**src/hw/rtl/cfp_pkg.sv**
```systemverilog
// ----------------------------------------------------------------------------
// cfp_pkg
// Shared types and character codes for the CAN frame text parser.
// ----------------------------------------------------------------------------
package cfp_pkg;

    localparam logic [7:0] CH_COLON = 8'h3A;  // ':'
    localparam logic [7:0] CH_SEMI  = 8'h3B;  // ';'
    localparam logic [7:0] CH_X_UC  = 8'h58;  // 'X'
    localparam logic [7:0] CH_X_LC  = 8'h78;  // 'x'
    localparam logic [7:0] CH_N_UC  = 8'h4E;  // 'N'
    localparam logic [7:0] CH_N_LC  = 8'h6E;  // 'n'
    localparam logic [7:0] CH_0     = 8'h30;
    localparam logic [7:0] CH_9     = 8'h39;
    localparam logic [7:0] CH_A_UC  = 8'h41;
    localparam logic [7:0] CH_F_UC  = 8'h46;
    localparam logic [7:0] CH_A_LC  = 8'h61;
    localparam logic [7:0] CH_F_LC  = 8'h66;

    localparam int unsigned ID_W      = 29;
    localparam int unsigned ACC_W     = 32;
    localparam int unsigned CNT_W     = 4;
    localparam int unsigned SLOTS     = 8;
    localparam int unsigned PAY_W     = 64;
    localparam int unsigned OUT_DATA_W = 104;  // 97 field bits padded to bytes

    // decoded character, registered at the input
    typedef struct packed {
        logic       is_hex;
        logic [3:0] nibble;
        logic       is_colon;
        logic       is_x;
        logic       is_n;
        logic       is_semi;
    } t_char_class;

    // result of one step of the frame tracker
    typedef struct packed {
        logic             fire;
        logic [ID_W-1:0]  can_id;
        logic [CNT_W-1:0] byte_count;
        logic [PAY_W-1:0] payload;
    } t_frame_result;

endpackage

```
**src/hw/rtl/cfp_char_decode.sv**
```systemverilog
// ----------------------------------------------------------------------------
// cfp_char_decode
// Classifies one ASCII character: hex digit value and frame delimiters.
// ----------------------------------------------------------------------------
module cfp_char_decode (
    input  logic [7:0]           i_char,
    output cfp_pkg::t_char_class o_class
);

    always_comb begin
        o_class          = '0;
        o_class.is_colon = (i_char == cfp_pkg::CH_COLON);
        o_class.is_semi  = (i_char == cfp_pkg::CH_SEMI);
        o_class.is_x     = (i_char == cfp_pkg::CH_X_UC) || (i_char == cfp_pkg::CH_X_LC);
        o_class.is_n     = (i_char == cfp_pkg::CH_N_UC) || (i_char == cfp_pkg::CH_N_LC);
        if (i_char >= cfp_pkg::CH_0 && i_char <= cfp_pkg::CH_9) begin
            o_class.is_hex = 1'b1;
            o_class.nibble = i_char[3:0];
        end else if (i_char >= cfp_pkg::CH_A_UC && i_char <= cfp_pkg::CH_F_UC) begin
            o_class.is_hex = 1'b1;
            o_class.nibble = 4'(i_char - cfp_pkg::CH_A_UC + 8'd10);
        end else if (i_char >= cfp_pkg::CH_A_LC && i_char <= cfp_pkg::CH_F_LC) begin
            o_class.is_hex = 1'b1;
            o_class.nibble = 4'(i_char - cfp_pkg::CH_A_LC + 8'd10);
        end
    end

endmodule

```
**src/hw/rtl/cfp_frame_fsm.sv**
```systemverilog
// ----------------------------------------------------------------------------
// cfp_frame_fsm
// Frame tracker: phase, identifier accumulator and data byte slots.
// ----------------------------------------------------------------------------
module cfp_frame_fsm #(
    parameter int unsigned MAX_BYTES = 8
) (
    input  logic                   i_clk,
    input  logic                   i_rst_n,
    input  logic                   i_step,
    input  cfp_pkg::t_char_class   i_class,
    output cfp_pkg::t_frame_result o_result
);

    typedef enum logic [1:0] {
        PH_IDLE,
        PH_TYPE,
        PH_ID,
        PH_DATA
    } t_phase;

    localparam logic [cfp_pkg::CNT_W-1:0] MAX_CNT = cfp_pkg::CNT_W'(MAX_BYTES);

    t_phase                       r_phase;
    logic [cfp_pkg::ACC_W-1:0]    r_id_accum;
    logic [cfp_pkg::CNT_W-1:0]    r_bytes_done;
    logic                         r_low_next;
    logic [7:0]                   r_data [cfp_pkg::SLOTS];

    logic [2:0] w_slot;
    assign w_slot = r_bytes_done[2:0];

    // result is formed from the state as it stands before this item
    always_comb begin
        o_result            = '0;
        o_result.fire       = i_step && (r_phase == PH_DATA) && i_class.is_semi;
        o_result.can_id     = r_id_accum[cfp_pkg::ID_W-1:0];
        o_result.byte_count = r_bytes_done;
        for (int i = 0; i < cfp_pkg::SLOTS; i++) begin
            if (r_bytes_done > cfp_pkg::CNT_W'(i)) begin
                o_result.payload[8*i +: 8] = r_data[i];
            end
        end
    end

    always_ff @(posedge i_clk) begin
        if (!i_rst_n) begin
            r_phase      <= PH_IDLE;
            r_id_accum   <= '0;
            r_bytes_done <= '0;
            r_low_next   <= 1'b0;
        end else if (i_step) begin
            unique case (r_phase)
                PH_IDLE: begin
                    if (i_class.is_colon) begin
                        r_id_accum   <= '0;
                        r_bytes_done <= '0;
                        r_low_next   <= 1'b0;
                        r_phase      <= PH_TYPE;
                    end
                end
                PH_TYPE: begin
                    r_phase <= i_class.is_x ? PH_ID : PH_IDLE;
                end
                PH_ID: begin
                    if (i_class.is_n) begin
                        r_phase <= PH_DATA;
                    end else if (i_class.is_hex) begin
                        r_id_accum <= {r_id_accum[cfp_pkg::ACC_W-5:0], i_class.nibble};
                    end else begin
                        r_phase <= PH_IDLE;
                    end
                end
                PH_DATA: begin
                    if (i_class.is_semi || !i_class.is_hex) begin
                        r_phase <= PH_IDLE;
                    end else if (r_bytes_done < MAX_CNT) begin
                        // extra digits past the last slot are dropped
                        if (!r_low_next) begin
                            r_data[w_slot] <= {i_class.nibble, 4'h0};
                            r_low_next     <= 1'b1;
                        end else begin
                            r_data[w_slot] <= {r_data[w_slot][7:4], i_class.nibble};
                            r_bytes_done   <= r_bytes_done + 1'b1;
                            r_low_next     <= 1'b0;
                        end
                    end
                end
                default: r_phase <= PH_IDLE;
            endcase
        end
    end

endmodule

```
**src/hw/rtl/can_frame_ascii_parser_core.sv**
```systemverilog
// ----------------------------------------------------------------------------
// can_frame_ascii_parser_core
// Parses ':X<id>N<data>;' extended CAN frames from an ASCII byte stream.
// ----------------------------------------------------------------------------
//  channel   dir  beat contents
//  s_axis    in   tdata[7:0] = char_in
//  m_axis    out  tdata[28:0] = can_id, [32:29] = byte_count, [96:33] = payload
//
//  one character per cycle sustained unless a result waits on m_axis; after ';'
//  the frame result passes the decoded input register, then the result register
//  the result register stalls the tracker only while a result waits on m_axis
//  synchronous active-low reset returns the tracker to idle, no output pending
// ----------------------------------------------------------------------------
module can_frame_ascii_parser_core #(
    parameter int unsigned MAX_BYTES = 8
) (
    input  logic                            i_clk,
    input  logic                            i_rst_n,
    input  logic                            s_axis_tvalid,
    output logic                            s_axis_tready,
    input  logic [7:0]                      s_axis_tdata,  // [7:0] char_in
    output logic                            m_axis_tvalid,
    input  logic                            m_axis_tready,
    // [28:0] can_id, [32:29] byte_count, [96:33] payload, [103:97] zero
    output logic [cfp_pkg::OUT_DATA_W-1:0]  m_axis_tdata
);

    cfp_pkg::t_char_class   w_class;
    cfp_pkg::t_char_class   r_class;
    logic                   r_in_vld;
    cfp_pkg::t_frame_result w_result;
    logic                   r_out_vld;
    logic [cfp_pkg::ID_W-1:0]  r_out_id;
    logic [cfp_pkg::CNT_W-1:0] r_out_count;
    logic [cfp_pkg::PAY_W-1:0] r_out_pay;
    logic                   w_go;
    logic                   w_step;

    // tracker may advance when the result register is free or draining
    assign w_go          = !r_out_vld || m_axis_tready;
    assign w_step        = r_in_vld && w_go;
    assign s_axis_tready = !r_in_vld || w_go;

    cfp_char_decode u_decode (
        .i_char  (s_axis_tdata),
        .o_class (w_class)
    );

    cfp_frame_fsm #(
        .MAX_BYTES (MAX_BYTES)
    ) u_fsm (
        .i_clk    (i_clk),
        .i_rst_n  (i_rst_n),
        .i_step   (w_step),
        .i_class  (r_class),
        .o_result (w_result)
    );

    always_ff @(posedge i_clk) begin
        if (!i_rst_n) begin
            r_in_vld <= 1'b0;
        end else if (s_axis_tready) begin
            r_in_vld <= s_axis_tvalid;
        end
    end

    always_ff @(posedge i_clk) begin
        if (s_axis_tready && s_axis_tvalid) begin
            r_class <= w_class;
        end
    end

    always_ff @(posedge i_clk) begin
        if (!i_rst_n) begin
            r_out_vld <= 1'b0;
        end else if (w_go) begin
            r_out_vld <= w_result.fire;
        end
    end

    always_ff @(posedge i_clk) begin
        if (w_go && w_result.fire) begin
            r_out_id    <= w_result.can_id;
            r_out_count <= w_result.byte_count;
            r_out_pay   <= w_result.payload;
        end
    end

    assign m_axis_tvalid = r_out_vld;
    assign m_axis_tdata  = {7'd0, r_out_pay, r_out_count, r_out_id};

    // a result only appears after a registered character was processed
    a_out_from_input : assert property (@(posedge i_clk) disable iff (!i_rst_n)
        $rose(r_out_vld) |-> $past(r_in_vld))
        else $error("result appeared without a processed character");

    // byte count never exceeds the configured slot limit
    a_count_limit : assert property (@(posedge i_clk) disable iff (!i_rst_n)
        r_out_vld |-> (r_out_count <= cfp_pkg::CNT_W'(MAX_BYTES)))
        else $error("byte count above limit");

    // a blocked character stays in the input register
    a_in_hold : assert property (@(posedge i_clk) disable iff (!i_rst_n)
        (r_in_vld && !w_go) |=> (r_in_vld && $stable(r_class)))
        else $error("stalled character lost");

endmodule
```
**config.mk**
```make
export PLATFORM = sky130hd
export DESIGN_NAME = can_frame_ascii_parser_core
export DESIGN_NICKNAME = d
export VERILOG_FILES = /design/src/hw/rtl/cfp_pkg.sv /design/src/hw/rtl/cfp_char_decode.sv /design/src/hw/rtl/cfp_frame_fsm.sv /design/src/hw/rtl/can_frame_ascii_parser_core.sv
export SDC_FILE = /design/constraint.sdc
export NUM_CORES = 1
export LEC_CHECK = 0
export ABC_CLOCK_PERIOD_IN_PS = 7400
export BUFFER_PORTS_ARGS = -buffer_cell sky130_fd_sc_hd__buf_4
export CAP_MARGIN = 20
export CORE_MARGIN = 1
export CORE_UTILIZATION = 35
export DETAILED_ROUTE_END_ITERATION = 16
export GPL_TIMING_DRIVEN = 0
export RECOVER_POWER = 50
export SLEW_MARGIN = 40
export SYNTH_ARGS = -nofsm -noshare
export SYNTH_HDL_FRONTEND = slang
export SYNTH_SLANG_ARGS = --single-unit
```
**constraint.sdc**
```tcl
create_clock -name i_clk -period 7.4 [get_ports i_clk]
set_input_delay 1.48 -clock i_clk [delete_from_list [all_inputs] [get_ports i_clk]]
set_output_delay 1.48 -clock i_clk [all_outputs]
set_load 0.02 [all_outputs]
```
==> reports/metrics.csv, run 1 <==
stage,metric,value,unit
synth,synthMuxAreaShare,0.130,%
detailed_routing,vias,4286,
sta,grt_setup_unrepaired,no,
placed_design,gp_congestion,0.786,
finish,multi_input_area,0.00162,mm2
clock_network,clock-root-buffer,clkbuf_16,
synth,syn_area,0.00767,mm2
synth,synth_ff_type,edfxtp_1,
sta,fin_tns_setup,0,ps
finish,num_antenna_cells,0,
sta,slew_headroom,33.8,%
finish,finalNetCount,651,
clock_network,clock_sinks,208,
finish,nFillCells,1910,
setup_path,crit_arrival,2010,ps
synth,synth_area_leaders,"edfxtp_1 67%, dfxtp_1 9.9%, nor2b_1 3.3%",
grt,grt_first_pass_wirelength,22000,um
clock_network,clockBufferDepth,3,
synth,synth_compound_area_share,5.79,%
clock_network,cts_resized,0,
floorplanning,num_io_pins,118,
sta,hold_viol_final,0,
power_and_ir_drop,powerDensity,251,mW/mm2
sta,fin_crit_sh,47.2,%
synth,ys_warn_count,0,
grt,grt_max_degree,49,
synth,synth-seq-cells,208,
synth,synth_edf_count,170,
setup_path,cp_max_fo,3,
synth,synth_cell_type_count,58,
synth,synthArstFlopShare,0,%
setup_path,critPathCaptureType,primary output,
grt,antenna_found_initial,0,
finish,syn_to_final_growth,21.7,%
sta,finalClockSkew,21.0,ps
finish,final_cell_mix,"170 x edfxtp_1, 74 x clkbuf_1, 57 x buf_4, 50 x nor2_1, 40 x nor2b_1",
setup_path,required,5920,ps
finish,final_common_cell,edfxtp_1,
status,status,"finished, final reports clean",
detailed_routing,viasPerCell,4.65,
clock_network,cts_tree,done,
setup_path,crit_type,in -> out,
floorplanning,die-area,0.0225,mm2
floorplanning,start_util,36.0,%
finish,seqCellArea,0.00587,mm2
synth,yosys.area_share.simple,13.7,%
clock_network,cts_hold_buf,0,
detailed_routing,drt_wl_total,14500,um
clock_network,htree_levels,1,
synth,syn_area_per_cell,15.6,um2
power_and_ir_drop,vdd_drop_max,146,uV
clock_network,path_clk_slew,60,ps
floorplanning,die_w,150,um
job,cap_violations,0,
worst_hold_path,hold_class,reg -> reg,
floorplanning,die_y,150,um
placed_design,port_buffers,109,
detailed_routing,first_pass_iters,5,
sta,timing.hold.ws,438,ps
sta,setup_viol,0,
finish,drive_gt1_share,17.2,%
sta,period_needed,3490,ps
floorplanning,num_rows,53,
synth,synth_top_family_by_area,simple AND/OR/NAND/NOR gates,
detailed_routing,wl_per_cell,15.7,um
synth,synthCells,492,
floorplanning,coreArea,0.0213,mm2
detailed_routing,route.detailed.drc,0,
grt,overflow,0,
synth,synth-xor-area-share,0,%
clock_network,cts_made_buffers,21,
grt,grt_usage,12.7,%
detailed_routing,drtAntennaViolNets,0,
sta,tightest_slew,985,ps
power_and_ir_drop,leakagePower,3.16,nW
placed_design,dp_hpwl,9850,um
synth,synth_adder_area_share,1.14,%
synth,seq_area_frac_synth,76.4,%
setup_path,start_kind,input port,
clock_network,cts_setup_buffers,0,
sta,fmax,286,MHz
grt,grt_pass1_vias,4177,
synth,yosysTopAreaCellShare,66.5,%
clock_network,clock_latency,500,ps
sta,slew_violations,0,
synth,yosysTopAreaCell,edfxtp_1,
detailed_routing,drt_iter0_drc,222,
==> registers in the layout, indices dropped and copies added (netlist names), 2 cells and up <==
name	count
r_class	9
r_out_count	4
r_out_id	29
r_out_pay	64
u_fsm.r_bytes_done	4
u_fsm.r_data	64
u_fsm.r_id_accum	29
u_fsm.r_phase	2
==> kinds of logic (layout without fill, tap and decap cells) <==
logic type	Yosys count	in the layout
buffers and inverters	35	184
and+or+nand+nor	178	178
AOI/OAI and AO/OA	62	62
muxes	1	1
adders and majority gates	7	7
DFF	208	208
other	1	7
==> Yosys cell counts, types with 4 or more instances <==
cell,n
dfxtp_1,38
buf_2,5
nand2_1,14
nor3_1,4
buf_4,8
o21ai_0,5
ha_1,7
nand3_1,5
a21oi_1,10
and2b_1,12
buf_6,4
nor2b_1,40
and2_1,21
a22oi_1,29
edfxtp_1,170
nor2_1,50
and3_1,6
nand2b_1,5
clkbuf_1,7
inv_1,8
==> metrics by stage <==
step | setup slack (ps) | total power, mW | std cells | cell area (um2) | utilization (%)
finish | 3910 | 2.34 | 922 | 9340 | 43.9
global route | 3800 | 2.41 | 922 | 9340 | 43.9
CTS | 3900 | 2.37 | 922 | 9600 | 45.1
detailed placement | 3900 | 1.33 | 884 | 8910 | 41.9
global placement | 1510 | 1.33 | 882 | 8860 | 41.6
floorplan | 2570 | 1.31 | 498 | 7700 | -
==> where the power goes <==
part           leakage (nW)  switching [mW]  internal, mW  total (mW)
sequential             1.78         0.00808          1.26        1.26
clock                 0.329           0.416         0.626        1.04
combinational          1.05          0.0226        0.0132      0.0358
==> worst paths after layout <==
check,slack [ps],to,start,depth (start not counted)
worst min-delay path,440,r_out_id[26],u_fsm.r_id_accum[26],0
worst max-delay path,3910,s_axis_tready,m_axis_tready,4
worst max register to register,4980,r_out_pay[45],u_fsm.r_bytes_done[1],7
worst min register to register,440,r_out_id[26],u_fsm.r_id_accum[26],0
==> cell type report <==
class,instances,area share [%]
buffer,26,1.66
clock buffer,24,5.75
clock inverter,14,1.58
inverter,9,0.362
multi-input combinational,255,17.4
sequential,208,62.8
tap,275,3.68
timing repair buffer,111,6.78
==> metal layers <==
layer | track usage, % | share of wire (%) | vias up
met5 | 0 | 0 | -
met4 | 4.14 | 1.8 | 0
met3 | 2.13 | 5.4 | 20
met2 | 21.2 | 48 | 124
met1 | 16.9 | 45 | 2070
li1 | - | - | 2072
==> worst max-delay path, stage by stage <==
cell      delay (ps)
clkbuf_1          90
nor2b_1          180
nand2_1          100
buf_4            160
Power figures use the tool's default switching activity.
==> inputs of run 2 (changes only) <==
Settings changed: ABC_CLOCK_PERIOD_IN_PS 7400 to 3400.
Clock period 7.4 ns to 3.4 ns, I/O delays scaled along.
==> run 2 against run 1 <==
Net effect: sequential power is 120% higher; cell count down 0.22%; clock skew barely moved; clock-buffer cell count rose by 5; sequential share of layout area is 1.3 points higher; core utilization shrank 0.88 points; flip-flop and latch count unchanged; non-clock buffer count did not move; critical path type is now reg -> reg; critical endpoint is now r_out_pay[43].
==> reports/metrics.csv, run 2 (same netlist as run 1, synthesis figures left out) <==
stage,metric,value,unit,change
status,status,"finished, final reports clean",,unchanged
finish,num_antenna_cells,0,,unchanged
setup_path,rr_worst_depth,7,,unchanged
setup_path,crit_type,reg -> reg,,was in -> out
detailed_routing,drt_wl_total,14500,um,about the same
setup_path,worst_r2r_endpoint,r_out_pay[43],,was r_out_pay[45]
finish,finalNetCount,651,,unchanged
sta,finalClockSkew,21.4,ps,was 21.0 ps
grt,overflow,0,,unchanged
finish,multi_input_area,0.00162,mm2,about the same
grt,grt_usage,12.8,%,was 12.7%
sta,tightest_slew,1090,ps,was 985 ps
clock_network,cts_made_buffers,21,,unchanged
sta,slew_violations,0,,unchanged
clock_network,cts_hold_buf,0,,unchanged
grt,grt_first_pass_wirelength,22100,um,was 22000 um
clock_network,path_clk_slew,60,ps,about the same
clock_network,cts_setup_buffers,0,,unchanged
finish,drive_gt1_share,10.7,%,was 17.2%
clock_network,clock_sinks,208,,unchanged
worst_hold_path,hold_path_depth,3,,was 0
detailed_routing,viasPerCell,4.69,,was 4.65
sta,fin_crit_sh,72.7,%,
grt,grt_max_degree,47,,was 49
grt,antenna_found_initial,0,,unchanged
worst_hold_path,hold_class,in -> reg,,was reg -> reg
detailed_routing,drt_iter0_drc,210,,was 222
worst_hold_path,hp-start,s_axis_tvalid,,was u_fsm.r_id_accum[26]
grt,grt_pass1_vias,4199,,was 4177
detailed_routing,wl_per_cell,15.8,um,was 15.7 um
placed_design,port_buffers,109,,unchanged
clock_network,cts_resized,0,,unchanged
finish,seqCellArea,0.00587,mm2,unchanged
placed_design,gp_congestion,0.759,,was 0.786
setup_path,required,3620,ps,was 5920 ps
placed_design,dp_hpwl,10100,um,was 9850 um
power_and_ir_drop,powerDensity,540,mW/mm2,was 251 mW/mm2
sta,slew_headroom,27.2,%,was 33.8%
finish,largestRegisters,"r_out_pay (64), u_fsm.r_data (64)",,unchanged
power_and_ir_drop,power,4.94,mW,was 2.34 mW
floorplanning,die_y,150,um,unchanged
detailed_routing,vias,4315,,was 4286
detailed_routing,first_pass_iters,5,,unchanged
setup_path,start_kind,register,,was input port
clock_network,htree_levels,1,,unchanged
detailed_routing,route.detailed.drc,0,,unchanged
floorplanning,start_util,36.0,%,unchanged
detailed_routing,drtAntennaViolNets,0,,unchanged
floorplanning,die_w,150,um,unchanged
setup_path,r2r_slack,930,ps,was 4980 ps
power_and_ir_drop,leakagePower,2.99,nW,was 3.16 nW
clock_network,clock_latency,490,ps,was 500 ps
sta,grt_setup_unrepaired,no,,unchanged
setup_path,cp_max_fo,10,,was 3
worst_hold_path,hold_end,r_in_vld,,was r_out_id[26]
floorplanning,coreArea,0.0213,mm2,unchanged
floorplanning,num_rows,53,,unchanged
setup_path,crit-reg2reg-launch,u_fsm.r_bytes_done[1],,unchanged
placed_design,dp.cells,884,,unchanged
setup_path,cp_slowest_stage_delay,620,ps,was 180 ps
setup_path,critPathCaptureType,register,,was primary output
sta,hold_viol_final,0,,unchanged
finish,syn_to_final_growth,19.3,%,was 21.7%
finish,final_cell_mix,"170 x edfxtp_1, 115 x clkbuf_1, 50 x nor2_1, 40 x nor2b_1, 38 x dfxtp_1",,"was 170 x edfxtp_1, 74 x clkbuf_1, 57 x buf_4, 50 x nor2_1, 40 x nor2b_1"
clock_network,clock-root-buffer,clkbuf_16,,unchanged
finish,fin_area,0.00915,mm2,was 0.00934 mm2
setup_path,path_cells,"clkbuf_1, inv_1, ha_1, inv_1, a21oi_1, a21oi_1, and2_1",,"was clkbuf_1, nor2b_1, nand2_1, buf_4"
setup_path,slowest_stage,a21oi_1,,was nor2b_1
job,cap_violations,0,,unchanged
sta,fmax,404,MHz,
floorplanning,die-area,0.0225,mm2,unchanged
floorplanning,num_io_pins,118,,unchanged
clock_network,cts_tree,done,,unchanged
finish,final_cells,920,,was 922
power_and_ir_drop,vdd_drop_max,288,uV,was 146 uV
sta,setup_viol,0,,unchanged
clock_network,clockBufferDepth,3,,unchanged
sta,period_needed,2470,ps,
finish,nFillCells,1984,,was 1910
placed_design,placed_cell_area,0.00891,mm2,unchanged
setup_path,crit_arrival,2700,ps,was 2010 ps
finish,final_common_cell,edfxtp_1,,unchanged
-- run 2: changes by cell type in the layout (fill, tap and decap cells not counted), sizes merged --
cell	change
clkbuf	+43
buf	-38
clkinv	-3
bufinv	-2
clkinvlp	-2
-- run 2: stage by stage --
step,TNS [ps],worst slack [ps],hold WS (ps),utilization [%]
after floorplan,0,474,407,-
after global placement,-20580,-216,416,41.6
after detailed placement,0,839,417,41.9
after CTS,0,1050,393,44.9
after global routing,0,662,413,43.0
final,0,927,407,43.0
-- run 2: final cells by class --
class,count,share of cell area (%)
timing repair buffer,111,5.44
inverter,9,0.369
buffer,26,1.68
tap,275,3.76
clock inverter,7,0.656
sequential,208,64.1
clock buffer,29,6.29
multi-input combinational,255,17.7
-- run 2: worst max-delay path, delay by kind of cell, from the launching register on --
kind,cells,cell delay [ps]
AO/OA/AOI/OAI,2,870
adder cells (fa/ha/maj),1,200
buffers and inverters,3,560
flip-flops,1,340
AND/OR/NAND/NOR,1,240
-- run 2: how the worst max path moves through the flow --
stage	depth (start not counted)	to	slack (ps)	from
2_1_floorplan	4	r_out_count[0]	470	m_axis_tready
3_3_place_gp	5	r_out_pay[9]	-220	m_axis_tready
3_5_place_dp	6	r_out_pay[18]	840	m_axis_tready
4_1_cts	7	r_out_pay[43]	1050	u_fsm.r_bytes_done[1]
5_1_grt	7	r_out_pay[45]	660	u_fsm.r_bytes_done[1]
6_report	7	r_out_pay[43]	930	u_fsm.r_bytes_done[1]
-- run 2: layer usage --
metal	vias up	track usage, %	routed length, um	share of wire [%]
met2	155	21.7	6890	47
met3	19	2.44	943	6.5
met4	0	4.39	282	1.9
met1	2073	16.4	6430	44
met5	-	0	0	0
li1	2068	-	-	-
-- run 2: where the power goes --
| part | switching (mW) | total (mW) | internal [mW] |
|---|---|---|---|
| registers | 0.0171 | 2.75 | 2.74 |
| logic | 0.0484 | 0.0757 | 0.0273 |
| clock network | 0.860 | 2.11 | 1.25 |
